## src/hdl/anbt_pkg.sv

```systemverilog
// Shared constants, types and the microcode table of the aging neighbor table.
`timescale 1ns / 1ps

package anbt_pkg;

  // Table geometry
  localparam int TABLE_SIZE = 20;
  localparam int CNT_W      = $clog2(TABLE_SIZE + 1);
  localparam int ADDR_W     = (TABLE_SIZE > 1) ? $clog2(TABLE_SIZE) : 1;
  localparam int SLOT_W     = 5;
  localparam int CMP_W      = (CNT_W > SLOT_W) ? CNT_W : SLOT_W;

  // Field widths
  localparam int ID_W   = 16;
  localparam int HD_W   = 13;
  localparam int TIME_W = 32;
  localparam int OP_W   = 2;

  // Configuration register indexes and reset values
  localparam int          CFG_IDX_W     = 1;
  localparam int          CFG_DATA_W    = 32;
  localparam logic        REG_MAX_AGE   = 1'b0;
  localparam logic        REG_OWN_ID    = 1'b1;
  localparam logic [31:0] MAX_AGE_RESET = 32'd600;
  localparam logic [15:0] OWN_ID_RESET  = 16'd0;

  // Operation codes
  localparam logic [OP_W-1:0] OP_OBSERVE = 2'd0;
  localparam logic [OP_W-1:0] OP_PURGE   = 2'd1;
  localparam logic [OP_W-1:0] OP_READ    = 2'd2;
  localparam logic [OP_W-1:0] OP_NOP     = 2'd3;

  // Jump conditions
  localparam int COND_W = 4;
  localparam logic [COND_W-1:0] C_NEVER       = 4'd0;
  localparam logic [COND_W-1:0] C_ALWAYS      = 4'd1;
  localparam logic [COND_W-1:0] C_OWN         = 4'd2;
  localparam logic [COND_W-1:0] C_IDX_GE_CNT  = 4'd3;
  localparam logic [COND_W-1:0] C_NOT_HIT     = 4'd4;
  localparam logic [COND_W-1:0] C_FULL        = 4'd5;
  localparam logic [COND_W-1:0] C_IDX_ZERO    = 4'd6;
  localparam logic [COND_W-1:0] C_NOT_EXPIRED = 4'd7;
  localparam logic [COND_W-1:0] C_SLOT_GE_CNT = 4'd8;

  // Read address select
  localparam logic [1:0] RD_IDX    = 2'd0;
  localparam logic [1:0] RD_IDX_M1 = 2'd1;
  localparam logic [1:0] RD_TOP    = 2'd2;
  localparam logic [1:0] RD_SLOT   = 2'd3;

  // Index register operation
  localparam logic [2:0] IX_HOLD     = 3'd0;
  localparam logic [2:0] IX_CLEAR    = 3'd1;
  localparam logic [2:0] IX_LOAD_CNT = 3'd2;
  localparam logic [2:0] IX_INC      = 3'd3;
  localparam logic [2:0] IX_DEC      = 3'd4;

  // Memory write operation
  localparam logic [1:0] WR_NONE = 2'd0;
  localparam logic [1:0] WR_HIT  = 2'd1;  // refresh entry idx-1
  localparam logic [1:0] WR_NEW  = 2'd2;  // append at count
  localparam logic [1:0] WR_COPY = 2'd3;  // move read data to entry idx

  // Count operation
  localparam logic [1:0] CN_HOLD = 2'd0;
  localparam logic [1:0] CN_INC  = 2'd1;
  localparam logic [1:0] CN_DEC  = 2'd2;

  // Microprogram step addresses
  localparam int PC_W = 4;
  localparam logic [PC_W-1:0] S_IDLE      = 4'd0;
  localparam logic [PC_W-1:0] S_O_START   = 4'd1;
  localparam logic [PC_W-1:0] S_O_SCAN    = 4'd2;
  localparam logic [PC_W-1:0] S_O_CMP     = 4'd3;
  localparam logic [PC_W-1:0] S_O_HIT     = 4'd4;
  localparam logic [PC_W-1:0] S_O_MISS    = 4'd5;
  localparam logic [PC_W-1:0] S_O_APPEND  = 4'd6;
  localparam logic [PC_W-1:0] S_P_START   = 4'd7;
  localparam logic [PC_W-1:0] S_P_LOOP    = 4'd8;
  localparam logic [PC_W-1:0] S_P_CHECK   = 4'd9;
  localparam logic [PC_W-1:0] S_P_TOP     = 4'd10;
  localparam logic [PC_W-1:0] S_P_MOVE    = 4'd11;
  localparam logic [PC_W-1:0] S_R_START   = 4'd12;
  localparam logic [PC_W-1:0] S_R_CAPTURE = 4'd13;
  localparam logic [PC_W-1:0] S_DONE      = 4'd14;

  typedef struct packed {
    logic [ID_W-1:0]   id;
    logic [HD_W-1:0]   heading;
    logic [TIME_W-1:0] last_seen;
    logic [TIME_W-1:0] first_seen;
  } entry_t;

  typedef struct packed {
    logic [COND_W-1:0] cond;
    logic [PC_W-1:0]   target;
    logic [1:0]        rd_sel;
    logic [2:0]        idx_op;
    logic [1:0]        wr_op;
    logic [1:0]        cnt_op;
    logic              set_acc;
    logic              set_added;
    logic              rem_inc;
    logic              cap_read;
    logic              done;
  } ctrl_t;

  typedef struct packed {
    logic own;
    logic idx_ge_cnt;
    logic hit;
    logic full;
    logic idx_zero;
    logic expired;
    logic slot_ge_cnt;
  } stat_t;

  typedef struct packed {
    logic              acc;
    logic              added;
    logic [CNT_W-1:0]  cnt;
    logic [CNT_W-1:0]  removed;
    logic              valid;
    logic [ID_W-1:0]   id;
    logic [HD_W-1:0]   heading;
    logic [TIME_W-1:0] age;
  } res_t;

  function automatic ctrl_t mk(input logic [COND_W-1:0] cond, input logic [PC_W-1:0] target,
                               input logic [1:0] rd_sel, input logic [2:0] idx_op,
                               input logic [1:0] wr_op, input logic [1:0] cnt_op,
                               input logic set_acc, input logic set_added,
                               input logic rem_inc, input logic cap_read, input logic done);
    ctrl_t c;
    c.cond      = cond;
    c.target    = target;
    c.rd_sel    = rd_sel;
    c.idx_op    = idx_op;
    c.wr_op     = wr_op;
    c.cnt_op    = cnt_op;
    c.set_acc   = set_acc;
    c.set_added = set_added;
    c.rem_inc   = rem_inc;
    c.cap_read  = cap_read;
    c.done      = done;
    return c;
  endfunction

  // Microcode ROM
  function automatic ctrl_t ucode(input logic [PC_W-1:0] pc);
    ctrl_t c;
    unique case (pc)
      S_IDLE:      c = mk(C_NEVER, S_IDLE, RD_IDX, IX_HOLD, WR_NONE, CN_HOLD,
                          1'b0, 1'b0, 1'b0, 1'b0, 1'b0);
      // observe
      S_O_START:   c = mk(C_OWN, S_DONE, RD_IDX, IX_CLEAR, WR_NONE, CN_HOLD,
                          1'b0, 1'b0, 1'b0, 1'b0, 1'b0);
      S_O_SCAN:    c = mk(C_IDX_GE_CNT, S_O_MISS, RD_IDX, IX_INC, WR_NONE, CN_HOLD,
                          1'b0, 1'b0, 1'b0, 1'b0, 1'b0);
      // re-read entry idx-1 so the hit step still holds it
      S_O_CMP:     c = mk(C_NOT_HIT, S_O_SCAN, RD_IDX_M1, IX_HOLD, WR_NONE, CN_HOLD,
                          1'b0, 1'b0, 1'b0, 1'b0, 1'b0);
      S_O_HIT:     c = mk(C_ALWAYS, S_DONE, RD_IDX, IX_HOLD, WR_HIT, CN_HOLD,
                          1'b1, 1'b0, 1'b0, 1'b0, 1'b0);
      S_O_MISS:    c = mk(C_FULL, S_DONE, RD_IDX, IX_HOLD, WR_NONE, CN_HOLD,
                          1'b0, 1'b0, 1'b0, 1'b0, 1'b0);
      S_O_APPEND:  c = mk(C_ALWAYS, S_DONE, RD_IDX, IX_HOLD, WR_NEW, CN_INC,
                          1'b1, 1'b1, 1'b0, 1'b0, 1'b0);
      // purge
      S_P_START:   c = mk(C_NEVER, S_IDLE, RD_IDX, IX_LOAD_CNT, WR_NONE, CN_HOLD,
                          1'b0, 1'b0, 1'b0, 1'b0, 1'b0);
      S_P_LOOP:    c = mk(C_IDX_ZERO, S_DONE, RD_IDX_M1, IX_DEC, WR_NONE, CN_HOLD,
                          1'b0, 1'b0, 1'b0, 1'b0, 1'b0);
      S_P_CHECK:   c = mk(C_NOT_EXPIRED, S_P_LOOP, RD_IDX, IX_HOLD, WR_NONE, CN_HOLD,
                          1'b0, 1'b0, 1'b0, 1'b0, 1'b0);
      S_P_TOP:     c = mk(C_NEVER, S_IDLE, RD_TOP, IX_HOLD, WR_NONE, CN_HOLD,
                          1'b0, 1'b0, 1'b0, 1'b0, 1'b0);
      S_P_MOVE:    c = mk(C_ALWAYS, S_P_LOOP, RD_IDX, IX_HOLD, WR_COPY, CN_DEC,
                          1'b0, 1'b0, 1'b1, 1'b0, 1'b0);
      // read
      S_R_START:   c = mk(C_SLOT_GE_CNT, S_DONE, RD_SLOT, IX_HOLD, WR_NONE, CN_HOLD,
                          1'b0, 1'b0, 1'b0, 1'b0, 1'b0);
      S_R_CAPTURE: c = mk(C_ALWAYS, S_DONE, RD_IDX, IX_HOLD, WR_NONE, CN_HOLD,
                          1'b0, 1'b0, 1'b0, 1'b1, 1'b0);
      S_DONE:      c = mk(C_NEVER, S_IDLE, RD_IDX, IX_HOLD, WR_NONE, CN_HOLD,
                          1'b0, 1'b0, 1'b0, 1'b0, 1'b1);
      default:     c = mk(C_ALWAYS, S_IDLE, RD_IDX, IX_HOLD, WR_NONE, CN_HOLD,
                          1'b0, 1'b0, 1'b0, 1'b0, 1'b0);
    endcase
    return c;
  endfunction

  // Entry point of each operation
  function automatic logic [PC_W-1:0] dispatch(input logic [OP_W-1:0] op);
    logic [PC_W-1:0] pc;
    unique case (op)
      OP_OBSERVE: pc = S_O_START;
      OP_PURGE:   pc = S_P_START;
      OP_READ:    pc = S_R_START;
      OP_NOP:     pc = S_DONE;
      default:    pc = S_DONE;
    endcase
    return pc;
  endfunction

endpackage

```

## src/hdl/anbt_seq.sv

```systemverilog
// Microcode sequencer: step counter, ROM lookup and conditional jumps.
`timescale 1ns / 1ps

module anbt_seq (
  input  logic                       clk,
  input  logic                       rst_n,
  input  logic                       in_accept,
  input  logic [anbt_pkg::OP_W-1:0]  in_operation,
  input  anbt_pkg::stat_t            stat,
  input  logic                       out_busy,
  output anbt_pkg::ctrl_t            ctrl,
  output logic                       idle,
  output logic                       done_fire
);

  logic [anbt_pkg::PC_W-1:0] pc_r;
  logic [anbt_pkg::PC_W-1:0] pc_nxt;
  logic                      take;

  assign ctrl      = anbt_pkg::ucode(pc_r);
  assign idle      = (pc_r == anbt_pkg::S_IDLE);
  assign done_fire = ctrl.done && !out_busy;

  always_comb begin
    case (ctrl.cond)
      anbt_pkg::C_NEVER:       take = 1'b0;
      anbt_pkg::C_ALWAYS:      take = 1'b1;
      anbt_pkg::C_OWN:         take = stat.own;
      anbt_pkg::C_IDX_GE_CNT:  take = stat.idx_ge_cnt;
      anbt_pkg::C_NOT_HIT:     take = !stat.hit;
      anbt_pkg::C_FULL:        take = stat.full;
      anbt_pkg::C_IDX_ZERO:    take = stat.idx_zero;
      anbt_pkg::C_NOT_EXPIRED: take = !stat.expired;
      anbt_pkg::C_SLOT_GE_CNT: take = stat.slot_ge_cnt;
      default:                 take = 1'b0;
    endcase
  end

  always_comb begin
    if (idle) begin
      pc_nxt = in_accept ? anbt_pkg::dispatch(in_operation) : anbt_pkg::S_IDLE;
    end else if (ctrl.done) begin
      pc_nxt = out_busy ? pc_r : anbt_pkg::S_IDLE;
    end else if (take) begin
      pc_nxt = ctrl.target;
    end else begin
      pc_nxt = pc_r + anbt_pkg::PC_W'(1);
    end
  end

  always_ff @(posedge clk) begin
    if (!rst_n) begin
      pc_r <= anbt_pkg::S_IDLE;
    end else begin
      pc_r <= pc_nxt;
    end
  end

`ifndef SYNTH
  a_done_to_idle: assert property (@(posedge clk) disable iff (!rst_n)
    done_fire |=> pc_r == anbt_pkg::S_IDLE)
    else $error("sequencer did not return to idle after finishing an item");

  a_busy_hold: assert property (@(posedge clk) disable iff (!rst_n)
    (ctrl.done && out_busy) |=> pc_r == anbt_pkg::S_DONE)
    else $error("sequencer left the finish step while the result slot was full");
`endif

endmodule

```

## src/hdl/anbt_dp.sv

```systemverilog
// Datapath: entry memory, count, index, config registers and result registers.
`timescale 1ns / 1ps

module anbt_dp (
  input  logic                             clk,
  input  logic                             rst_n,
  input  logic                             in_accept,
  input  logic [anbt_pkg::ID_W-1:0]        in_neighbor_id,
  input  logic signed [anbt_pkg::HD_W-1:0] in_heading_mrad,
  input  logic [anbt_pkg::TIME_W-1:0]      in_now_ms,
  input  logic [anbt_pkg::SLOT_W-1:0]      in_slot_index,
  input  logic                             cfg_we,
  input  logic [anbt_pkg::CFG_IDX_W-1:0]   cfg_index,
  input  logic [anbt_pkg::CFG_DATA_W-1:0]  cfg_data,
  input  anbt_pkg::ctrl_t                  ctrl,
  output anbt_pkg::stat_t                  stat,
  output anbt_pkg::res_t                   res
);

  localparam int CW = anbt_pkg::CNT_W;
  localparam int AW = anbt_pkg::ADDR_W;

  // Configuration
  logic [anbt_pkg::TIME_W-1:0] max_age_r;
  logic [anbt_pkg::ID_W-1:0]   own_id_r;

  // Control state
  logic [CW-1:0] count_r;
  logic [CW-1:0] idx_r;

  // Item fields held for the whole walk
  logic [anbt_pkg::ID_W-1:0]   lat_id_r;
  logic [anbt_pkg::HD_W-1:0]   lat_hd_r;
  logic [anbt_pkg::TIME_W-1:0] lat_now_r;
  logic [anbt_pkg::SLOT_W-1:0] lat_slot_r;

  // Per-item results
  logic                        acc_r;
  logic                        added_r;
  logic [CW-1:0]               removed_r;
  logic                        valid_r;
  logic [anbt_pkg::ID_W-1:0]   eid_r;
  logic [anbt_pkg::HD_W-1:0]   ehd_r;
  logic [anbt_pkg::TIME_W-1:0] eage_r;

  // Entry memory, one write and one registered read per cycle
  anbt_pkg::entry_t entry_mem_r [anbt_pkg::TABLE_SIZE];
  anbt_pkg::entry_t rdata_r;
  anbt_pkg::entry_t wr_data;
  logic [AW-1:0]    rd_addr;
  logic [AW-1:0]    wr_addr;
  logic             wr_en;

  logic [CW-1:0]                  idx_m1;
  logic [CW-1:0]                  top;
  logic [anbt_pkg::CMP_W-1:0]     slot_x;
  logic [anbt_pkg::TIME_W-1:0]    since_last;

  assign idx_m1     = idx_r - CW'(1);
  assign top        = count_r - CW'(1);
  assign slot_x     = anbt_pkg::CMP_W'(lat_slot_r);
  assign since_last = lat_now_r - rdata_r.last_seen;

  always_comb begin
    case (ctrl.rd_sel)
      anbt_pkg::RD_IDX:    rd_addr = idx_r[AW-1:0];
      anbt_pkg::RD_IDX_M1: rd_addr = idx_m1[AW-1:0];
      anbt_pkg::RD_TOP:    rd_addr = top[AW-1:0];
      anbt_pkg::RD_SLOT:   rd_addr = slot_x[AW-1:0];
      default:             rd_addr = idx_r[AW-1:0];
    endcase
  end

  always_comb begin
    wr_en   = (ctrl.wr_op != anbt_pkg::WR_NONE);
    wr_addr = idx_r[AW-1:0];
    wr_data = rdata_r;
    case (ctrl.wr_op)
      anbt_pkg::WR_HIT: begin
        wr_addr           = idx_m1[AW-1:0];
        wr_data.heading   = lat_hd_r;
        wr_data.last_seen = lat_now_r;
      end
      anbt_pkg::WR_NEW: begin
        wr_addr            = count_r[AW-1:0];
        wr_data.id         = lat_id_r;
        wr_data.heading    = lat_hd_r;
        wr_data.last_seen  = lat_now_r;
        wr_data.first_seen = lat_now_r;
      end
      default: ;
    endcase
  end

  always_ff @(posedge clk) begin
    if (wr_en) begin
      entry_mem_r[wr_addr] <= wr_data;
    end
    rdata_r <= entry_mem_r[rd_addr];
  end

  assign stat.own         = (lat_id_r == own_id_r);
  assign stat.idx_ge_cnt  = (idx_r >= count_r);
  assign stat.hit         = (rdata_r.id == lat_id_r);
  assign stat.full        = (count_r >= CW'(anbt_pkg::TABLE_SIZE));
  assign stat.idx_zero    = (idx_r == '0);
  assign stat.expired     = (since_last > max_age_r);
  assign stat.slot_ge_cnt = (slot_x >= anbt_pkg::CMP_W'(count_r));

  always_ff @(posedge clk) begin
    if (!rst_n) begin
      max_age_r <= anbt_pkg::MAX_AGE_RESET;
      own_id_r  <= anbt_pkg::OWN_ID_RESET;
      count_r   <= '0;
    end else begin
      if (cfg_we) begin
        case (cfg_index)
          anbt_pkg::REG_MAX_AGE: max_age_r <= cfg_data;
          anbt_pkg::REG_OWN_ID:  own_id_r  <= cfg_data[anbt_pkg::ID_W-1:0];
          default: ;
        endcase
      end
      case (ctrl.cnt_op)
        anbt_pkg::CN_INC: count_r <= count_r + CW'(1);
        anbt_pkg::CN_DEC: count_r <= top;
        default: ;
      endcase
    end
  end

  always_ff @(posedge clk) begin
    case (ctrl.idx_op)
      anbt_pkg::IX_CLEAR:    idx_r <= '0;
      anbt_pkg::IX_LOAD_CNT: idx_r <= count_r;
      anbt_pkg::IX_INC:      idx_r <= idx_r + CW'(1);
      anbt_pkg::IX_DEC:      idx_r <= idx_m1;
      default: ;
    endcase
  end

  always_ff @(posedge clk) begin
    if (in_accept) begin
      lat_id_r   <= in_neighbor_id;
      lat_hd_r   <= in_heading_mrad;
      lat_now_r  <= in_now_ms;
      lat_slot_r <= in_slot_index;
      acc_r      <= 1'b0;
      added_r    <= 1'b0;
      removed_r  <= '0;
      valid_r    <= 1'b0;
      eid_r      <= '0;
      ehd_r      <= '0;
      eage_r     <= '0;
    end else begin
      if (ctrl.set_acc) acc_r <= 1'b1;
      if (ctrl.set_added) added_r <= 1'b1;
      if (ctrl.rem_inc) removed_r <= removed_r + CW'(1);
      if (ctrl.cap_read) begin
        valid_r <= 1'b1;
        eid_r   <= rdata_r.id;
        ehd_r   <= rdata_r.heading;
        eage_r  <= lat_now_r - rdata_r.first_seen;
      end
    end
  end

  assign res.acc     = acc_r;
  assign res.added   = added_r;
  assign res.cnt     = count_r;
  assign res.removed = removed_r;
  assign res.valid   = valid_r;
  assign res.id      = eid_r;
  assign res.heading = ehd_r;
  assign res.age     = eage_r;

`ifndef SYNTH
  a_count_bound: assert property (@(posedge clk) disable iff (!rst_n)
    count_r <= CW'(anbt_pkg::TABLE_SIZE))
    else $error("entry count above table size");

  a_append_room: assert property (@(posedge clk) disable iff (!rst_n)
    ctrl.wr_op == anbt_pkg::WR_NEW |-> !stat.full && ctrl.cnt_op == anbt_pkg::CN_INC)
    else $error("append into a full table or without a count step");

  a_remove_nonempty: assert property (@(posedge clk) disable iff (!rst_n)
    ctrl.cnt_op == anbt_pkg::CN_DEC |-> count_r != '0 && idx_r < count_r)
    else $error("removal from an empty table or beyond the top entry");
`endif

endmodule

```

## src/hdl/aging_neighbor_table.sv

```systemverilog
// Aging neighbor table top level: sequencer, datapath and result register.
// Observe and purge walk the stored entries in the entry memory, two microcode
// steps per entry; a purge takes two more steps for each entry that it removes.
// One item at a time; the next item is taken the cycle after the result is
// registered.
// Reset: count cleared, max_age_ms to 600, own_id to 0; entry memory not cleared.
`timescale 1ns / 1ps

module aging_neighbor_table (
  input  logic                             clk,
  input  logic                             rst_n,
  // input items
  input  logic                             in_valid,
  output logic                             in_ready,
  input  logic [anbt_pkg::OP_W-1:0]        in_operation,
  input  logic [anbt_pkg::ID_W-1:0]        in_neighbor_id,
  input  logic signed [anbt_pkg::HD_W-1:0] in_heading_mrad,
  input  logic [anbt_pkg::TIME_W-1:0]      in_now_ms,
  input  logic [anbt_pkg::SLOT_W-1:0]      in_slot_index,
  // result items
  output logic                             out_valid,
  input  logic                             out_ready,
  output logic                             out_accepted,
  output logic                             out_newly_added,
  output logic [4:0]                       out_neighbor_count,
  output logic [4:0]                       out_removed_count,
  output logic                             out_entry_valid,
  output logic [anbt_pkg::ID_W-1:0]        out_entry_id,
  output logic signed [anbt_pkg::HD_W-1:0] out_entry_heading_mrad,
  output logic [anbt_pkg::TIME_W-1:0]      out_entry_age_ms,
  // configuration writes
  input  logic                             cfg_we,
  input  logic [anbt_pkg::CFG_IDX_W-1:0]   cfg_index,
  input  logic [anbt_pkg::CFG_DATA_W-1:0]  cfg_data
);

  anbt_pkg::ctrl_t ctrl;
  anbt_pkg::stat_t stat;
  anbt_pkg::res_t  res;

  logic in_accept;
  logic idle;
  logic done_fire;
  logic out_busy;
  logic out_valid_r;

  // New items enter only while the sequencer sits idle; a finished result
  // waits in the output register, so the next item can start meanwhile.
  assign in_ready  = idle;
  assign in_accept = in_valid && in_ready;
  assign out_busy  = out_valid_r && !out_ready;

  anbt_seq u_seq (
    .clk          (clk),
    .rst_n        (rst_n),
    .in_accept    (in_accept),
    .in_operation (in_operation),
    .stat         (stat),
    .out_busy     (out_busy),
    .ctrl         (ctrl),
    .idle         (idle),
    .done_fire    (done_fire)
  );

  anbt_dp u_dp (
    .clk             (clk),
    .rst_n           (rst_n),
    .in_accept       (in_accept),
    .in_neighbor_id  (in_neighbor_id),
    .in_heading_mrad (in_heading_mrad),
    .in_now_ms       (in_now_ms),
    .in_slot_index   (in_slot_index),
    .cfg_we          (cfg_we),
    .cfg_index       (cfg_index),
    .cfg_data        (cfg_data),
    .ctrl            (ctrl),
    .stat            (stat),
    .res             (res)
  );

  // Output register: loaded when the finish step fires, held until taken.
  always_ff @(posedge clk) begin
    if (!rst_n) begin
      out_valid_r <= 1'b0;
    end else if (done_fire) begin
      out_valid_r <= 1'b1;
    end else if (out_ready) begin
      out_valid_r <= 1'b0;
    end
  end

  always_ff @(posedge clk) begin
    if (done_fire) begin
      out_accepted           <= res.acc;
      out_newly_added        <= res.added;
      out_neighbor_count     <= 5'(res.cnt);
      out_removed_count      <= 5'(res.removed);
      out_entry_valid        <= res.valid;
      out_entry_id           <= res.id;
      out_entry_heading_mrad <= res.heading;
      out_entry_age_ms       <= res.age;
    end
  end

  assign out_valid = out_valid_r;

`ifndef SYNTH
  a_no_overwrite: assert property (@(posedge clk) disable iff (!rst_n)
    done_fire |-> !out_valid_r || out_ready)
    else $error("result register overwritten before the item was taken");
`endif

endmodule
```

## config.mk

```make
export PLATFORM = sky130hd
export DESIGN_NAME = aging_neighbor_table
export DESIGN_NICKNAME = d
export VERILOG_FILES = /design/src/hdl/anbt_pkg.sv /design/src/hdl/anbt_seq.sv /design/src/hdl/anbt_dp.sv /design/src/hdl/aging_neighbor_table.sv
export SDC_FILE = /design/constraint.sdc
export NUM_CORES = 2
export LEC_CHECK = 0
export BUFFER_PORTS_ARGS = -buffer_cell sky130_fd_sc_hd__buf_4
export CAP_MARGIN = 20
export CORE_ASPECT_RATIO = 1.75
export CORE_UTILIZATION = 40
export DETAILED_ROUTE_END_ITERATION = 10
export GPL_TIMING_DRIVEN = 0
export PLACE_DENSITY = 0.64
export SYNTH_ARGS = -nofsm -noshare
export SYNTH_HDL_FRONTEND = slang
export SYNTH_SLANG_ARGS = --single-unit
export TNS_END_PERCENT = 5
```

## constraint.sdc

```tcl
create_clock -name clk -period 6.6 [get_ports clk]
set_input_delay 1.32 -clock clk [delete_from_list [all_inputs] [get_ports clk]]
set_output_delay 1.32 -clock clk [all_outputs]
set_load 0.005 [all_outputs]
```

Word-level counts from Yosys, hierarchy flattened. Memory sizes are Yosys's and may differ from the RTL's. A register that Yosys moved wholly into a read port is not among the register bits. Index checks and enable logic that the tools add are counted.

Input bits: 106. Memories: 2. Bits in writable memories: 1860. Flip-flop bits (word level): 272. Bits in latches: 0. Output and inout bits: 76. ROM bits: 352.

Shift-type cells: 0. Multipliers: 0. Divide/modulo/power cells: 0. Multiplexer cells: 20. Order comparisons: 4. Bitwise logic cells: 1. Equality and inequality tests: 25. Add/subtract/negate cells: 8. Reductions and logical operators: 18.

Memories: u_dp.entry_mem_r (depth 20, width 93, rd ports 1, clocked after memory_dff 1, wr ports 1, line anbt_dp.sv:47) `anbt_pkg::entry_t entry_mem_r [anbt_pkg::TABLE_SIZE];`; (no name shown) (depth 16, width 22, rd ports 1, clocked after memory_dff 1, wr ports 0, line anbt_pkg.sv:152) `unique case (pc)`.

Operators with widths (count): $sub 32x32->32 (2); $mux 45 (1); $pmux 5 s4 (2); $eq 16x16->1 (2); $gt 32x32->1 (1); $mux 32 (1); $mux 4 (7); $pmux 5 s2 (2); $eq 4x3->1 const B (4); $mux 16 (1); $pmux 4 s4 (1); $add 5x1->5 const B (3); $eq 2x2->1 const B (6); $ge 5x5->1 (2); $sub 5x1->5 const B (2); $eq 2x1->1 const B (4); $eq 4x2->1 const B (2); $pmux 1 s8 (1); $eq 3x2->1 const B (2); $reduce_bool 2->1 (3); $ge 5x5->1 const B (1); $logic_not 5->1 (1); $add 4x1->4 const B (1); $eq 4x1->1 const B (1); other kinds (13) (23).

Logic depth before layout (Yosys ltp).
Depth after elaboration: 9. Depth in mapped cells: 31. Depth with buffers taken out: 31.

By module. A second synthesis with hierarchy kept.

Cells, all modules: 4724. Area, all modules: 89012.9 um2.

By module, submodules not included: anbt_dp (area an instance 85447.0 um2, times used 1, cells an instance 4506); aging_neighbor_table (area an instance 2269.7 um2, times used 1, cells an instance 78); anbt_seq (area an instance 1296.2 um2, times used 1, cells an instance 140).

Worst setup path after synthesis. Ideal clock, no wire load.

Path type: reg2reg. Start point: register u_dp.idx_r[0]. End point: memory u_dp.entry_mem_r[10][0] (netlist name), enable pin. Path slack: 0.335 ns. Buffers on the path: 1. Data arrival time: 5.720 ns. Cell stages (with the launch flop): 11. Setup time: 0.546 ns. Cell sequence: edfxtp_1 inv_1 ha_1 clkbuf_1 nand2_1 nand2_1 o21ai_0 a221oi_1 nor2b_1 nand2_1 nor2_1.

Word-level cells in the longest chain between the ends: 2.

RTL lines: start, declared (line anbt_dp.sv:29) `logic [CW-1:0] idx_r;`; start signal, assigned (line anbt_dp.sv:134) `anbt_pkg::IX_LOAD_CNT: idx_r <= count_r;`; start signal, assigned (line anbt_dp.sv:135) `anbt_pkg::IX_INC: idx_r <= idx_r + CW'(1);`; start signal, assigned (line anbt_dp.sv:136) `anbt_pkg::IX_DEC: idx_r <= idx_m1;`; $sub 5x1->5 (line anbt_dp.sv:59) `assign idx_m1 = idx_r - CW'(1);`; $pmux 5 s2 (*) (line anbt_dp.sv:78) `case (ctrl.wr_op)`; end, declared (line anbt_dp.sv:47).

Mark *: on every way between the ends. The rest lies on a longest branch, timed or not.

Worst setup path after layout.
Start point: register u_dp.lat_now_r[2] (netlist name). End point: register, netlist name u_seq.ctrl[16].

Word-level cells in the longest chain between the ends: 9.

RTL lines: start, declared (line anbt_dp.sv:34) `logic [anbt_pkg::TIME_W-1:0] lat_now_r;`; start signal, assigned (line anbt_dp.sv:145) `lat_now_r <= in_now_ms;`; $sub 32x32->32 (line anbt_dp.sv:62) `assign since_last = lat_now_r - rdata_r.last_seen;`; $gt 32x32->1 (line anbt_dp.sv:107) `assign stat.expired = (since_last > max_age_r);`; $logic_not 1->1 (line anbt_seq.sv:33) `anbt_pkg::C_NOT_EXPIRED: take = !stat.expired;`; $pmux 1 s8 (line anbt_seq.sv:25) `case (ctrl.cond)`; $mux 4 (line anbt_seq.sv:44) `end else if (take) begin`; $mux 4 (line anbt_seq.sv:42) `end else if (ctrl.done) begin`; $mux 4 (line anbt_seq.sv:40) `if (idle) begin`; $mux 4 (no source line) (2 in a row).

No other way between the ends. A chain may end at the register's enable or synchronous reset.

==> metrics <==
run status completed; TNS Setup 0 ps; CP max FO 5; setup repair after global routing missed its margin false; Crit Path Class reg -> reg; number of buffers inserted during clock tree synthesis just over 200; number of nets in the final layout 5902; number of endpoints failing setup at the final stage 0; maximum VDD drop between 0.0002 and 0.0003 V; sort of element at the start of the critical path register; max-cap violation count 0; Yosys top cell by area sky130_fd_sc_hd__edfxtp_1; async set-or-reset flop fraction in the synthesized netlist 0; CP required between 7000 and 8000 ps; Top cell by count, worst path sky130_fd_sc_hd__ha_1; R2R Setup Slk 360 ps; switching share of power 0.372; area overhead of the layout relative to synthesis 16.1%; Worst path slowest cell sky130_fd_sc_hd__edfxtp_1; effective utilization at floorplan 0.402; number of violations reported at the end of detailed-routing iteration 0 a little over 5000; cell at the root of the clock tree sky130_fd_sc_hd__clkbuf_16; area of the core 0.220 mm²; leading post-synthesis cells by instance count 2005 x sky130_fd_sc_hd__edfxtp_1, 484 x sky130_fd_sc_hd__nand2_1, 465 x sky130_fd_sc_hd__mux4_2; width of the die approximately 360 µm; share of layout cells above drive strength 1 0.214; Unique masters post-synth between 70 and 80; largest net degree at the start of global routing 52; Clock Skew about 93 ps; Post-Syn Instances 5123; peak per-stage delay on the critical path a little under 600 ps; number of buffers on the longest clock path 4; count of antenna-violating nets left after detailed routing 0; synthesis warning total 0; Critical Path Sink Type register; transition at the pin with the smallest max-transition slack between 1000 and 1500 ps; H-tree levels 4; final count of pins violating max slew 0; Post-synth EDFFs around 2000; WHS just over 400 ps; most frequent cell after synthesis sky130_fd_sc_hd__edfxtp_1; via density per instance 5.57; dominant delay contributor by cell family on the critical path compound AO/OA/AOI/OAI gates; CTS tree built; count of hold buffers inserted by post-cts repair 0; summed instance area of the synthesized netlist ~0.089 mm²; site row count 228; drt first pass iters 6; number of port buffers about 180; prevailing post-synth register cell sky130_fd_sc_hd__edfxtp_1; count of state elements after synthesis 2245; total wire length after detailed routing 237000 µm; Reg power frac 0.369; post-route minimum period between 6000 and 7000 ps; headroom to the max-slew limit 0.226; clock-pin transition on the worst setup and hold timing paths 70 ps; Final Power roughly 54000 µW; total power density per cell area between 500 and 600 mW/mm²; HP Class reg -> reg; portion of synthesized cell area occupied by the leading cell type 0.680; net count after synthesis around 5400; P_int around 34000 µW; floorplan die area around 0.22 mm²; post-synthesis sequential area ratio 0.735; clock network power share 0.221; DRC viols 0; Worst EP arrival 7020 ps; Buffers & Inverters on Critical Path 2; utilization of the core after routing 0.467; syn avg cell area 17.3 µm²; Leak Pwr approximately 0.034 µW; NetSw ~20000 µW; upper clock frequency limit 0.160 GHz; vertical die dimension ~620 µm; Overflow after GRT 0; number of global-route vias before repair 48800; top-level I/O count between 150 and 200; top cells by area, synth sky130_fd_sc_hd__edfxtp_1 68%, sky130_fd_sc_hd__mux4_2 12%, sky130_fd_sc_hd__dfxtp_1 5.4%; global-route wire length before repair between 300000 and 400000 µm; proportion of power drawn by combinational gates 0.411; CTS Sinks about 2200; Placer Congestion around 0.87; final critical-path share of the clock period 0.946; Routed WL per cell 27.2 µm; global routing usage summed across all routing layers 0.211; post-DP HPWL between 150000 and 200000 µm; clock insertion delay at the later pin of the skew report about 910 ps; number of vias after detailed routing around 49000; number of antenna violations at the first check in global routing 15; number of endpoints with negative hold slack in the final report 0
==> registers in the layout, indices dropped and copies added (netlist names), 13 cells and up <==
name	flops
out_entry_age_ms	32
u_dp.rdata_r	93
u_seq.ctrl	20
out_entry_id	16
u_dp.lat_id_r	16
u_dp.own_id_r	16
u_dp.lat_hd_r	13
u_dp.entry_mem_r	1860
u_dp.max_age_r	32
u_dp.ehd_r	13
u_dp.eid_r	16
out_entry_heading_mrad	13
u_dp.lat_now_r	32
u_dp.eage_r	32
==> cell families (layout without fill, tap and decap cells) <==
group                    count (synthesis)  after routing  share of synthesized area
multiplexers                           559            559                      0.129
buffers and inverters                  382           1090                     0.0170
other                                    0              4                          0
flip-flops                            2245           2245                      0.735
AND/OR/NAND/NOR                       1147           1147                     0.0545
AO/OA/AOI/OAI                          560            560                     0.0363
adder cells (fa/ha/maj)                124            124                     0.0177
XOR/XNOR                               106            106                     0.0105
==> worst reg2reg max path: stages (launching register included) <==
cell and delay (ps):
sky130_fd_sc_hd__edfxtp_1 590, sky130_fd_sc_hd__ha_1 430, sky130_fd_sc_hd__o21a_1 190, sky130_fd_sc_hd__o31a_1 120, sky130_fd_sc_hd__o22ai_1 250, sky130_fd_sc_hd__o311a_1 240, sky130_fd_sc_hd__a21oi_2 90, sky130_fd_sc_hd__o22ai_2 200
sky130_fd_sc_hd__o21ai_1 120, sky130_fd_sc_hd__a31oi_1 270, sky130_fd_sc_hd__nand2_1 150, sky130_fd_sc_hd__a211oi_1 270, sky130_fd_sc_hd__xnor2_1 140, sky130_fd_sc_hd__ha_1 320, sky130_fd_sc_hd__and4_1 260, sky130_fd_sc_hd__nand4_1 180
sky130_fd_sc_hd__nor2_2 190, sky130_fd_sc_hd__and3_2 300, sky130_fd_sc_hd__nor4_4 70, sky130_fd_sc_hd__buf_4 180, sky130_fd_sc_hd__and2_4 180, sky130_fd_sc_hd__a211o_1 280, sky130_fd_sc_hd__and2_2 260, sky130_fd_sc_hd__inv_1 120
sky130_fd_sc_hd__ha_1 270, sky130_fd_sc_hd__nand2_1 100, sky130_fd_sc_hd__nor3_2 270, sky130_fd_sc_hd__a211o_1 150
==> power groups by stage <==
| stage | Combinational, µW | Clock [µW] | Sequential (µW) |
|---|---|---|---|
| 2_1_floorplan | 13900 | 0 | 19800 |
| 3_3_place_gp | 20900 | 0 | 20400 |
| 3_5_place_dp | 22200 | 0 | 20100 |
| 4_1_cts | 22200 | 12100 | 19800 |
| 5_1_grt | 23800 | 12600 | 19900 |
| 6_report | 22100 | 11900 | 19900 |
==> timing repair <==
action,CTS,global route
resized for setup,0,10
endpoints found under the setup margin,2,13
buffers inserted,1,6
pin swaps,0,3
==> layer usage <==
layer / track usage / part of all wire
met2: 0.354 / 0.50
met4: 0.0917 / 0.045
met3: 0.0352 / 0.079
met1: 0.269 / 0.38
met5: 0 / 0.00010
==> through the flow <==
stage	worst slack, ps	cells	area (µm²)
after CTS	15.3	8699	103000
after detailed placement	13.6	8335	96100
after global placement	-5290	8179	93500
final	357	8710	103000
after global routing	34.1	8707	103000
after floorplan	335	5123	88500
==> placed cells by master (no fill, tap or decap), drive strengths merged, types with 4 or more instances in the layout <==
| master | count |
|---|---|
| inv | 147 |
| nand2 | 484 |
| mux2 | 33 |
| a211o | 5 |
| bufinv | 23 |
| o21bai | 12 |
| and3 | 8 |
| nor2 | 417 |
| o21a | 16 |
| clkinvlp | 8 |
| o31ai | 5 |
| nor4 | 12 |
| nand3 | 119 |
| and4 | 4 |
| nor4b | 5 |
| nand4 | 18 |
| mux2i | 61 |
| o211ai | 8 |
| edfxtp | 2005 |
| a31oi | 8 |
| clkinv | 68 |
| clkbuf | 414 |
| o22ai | 12 |
| and2 | 9 |
| ha | 122 |
| nor2b | 19 |
| nand2b | 19 |
| xor2 | 47 |
| o21ai | 292 |
| buf | 430 |
| a21oi | 120 |
| dfxtp | 240 |
| a211oi | 15 |
| mux4 | 465 |
| xnor2 | 59 |
| nor3 | 20 |
| diode | 4 |
| a22o | 4 |
| a21o | 39 |
| or3 | 6 |
==> final cells by class <==
class                      instances  area [µm²]
fill                           18500      117000
clock buffer                     255        5360
inverter                         138         518
multi-input combinational       2496       22200
clock inverter                   108        1210
buffer                           244        1000
antenna                            4        10.0
tap                             2875        3600
timing repair buffer             345        3830
sequential                      2245       65000
==> path summary, 6_finish.rpt <==
check | startpoint | endpoint | cells past startpoint
min reg2reg | u_dp.added_r | out_newly_added | 0
min | u_dp.added_r | out_newly_added | 0
max reg2reg | u_dp.lat_now_r[2] | u_seq.ctrl[16] | 27
max | u_dp.lat_now_r[2] | u_seq.ctrl[16] | 27
Note: power is estimated with default switching activity, not from simulation.
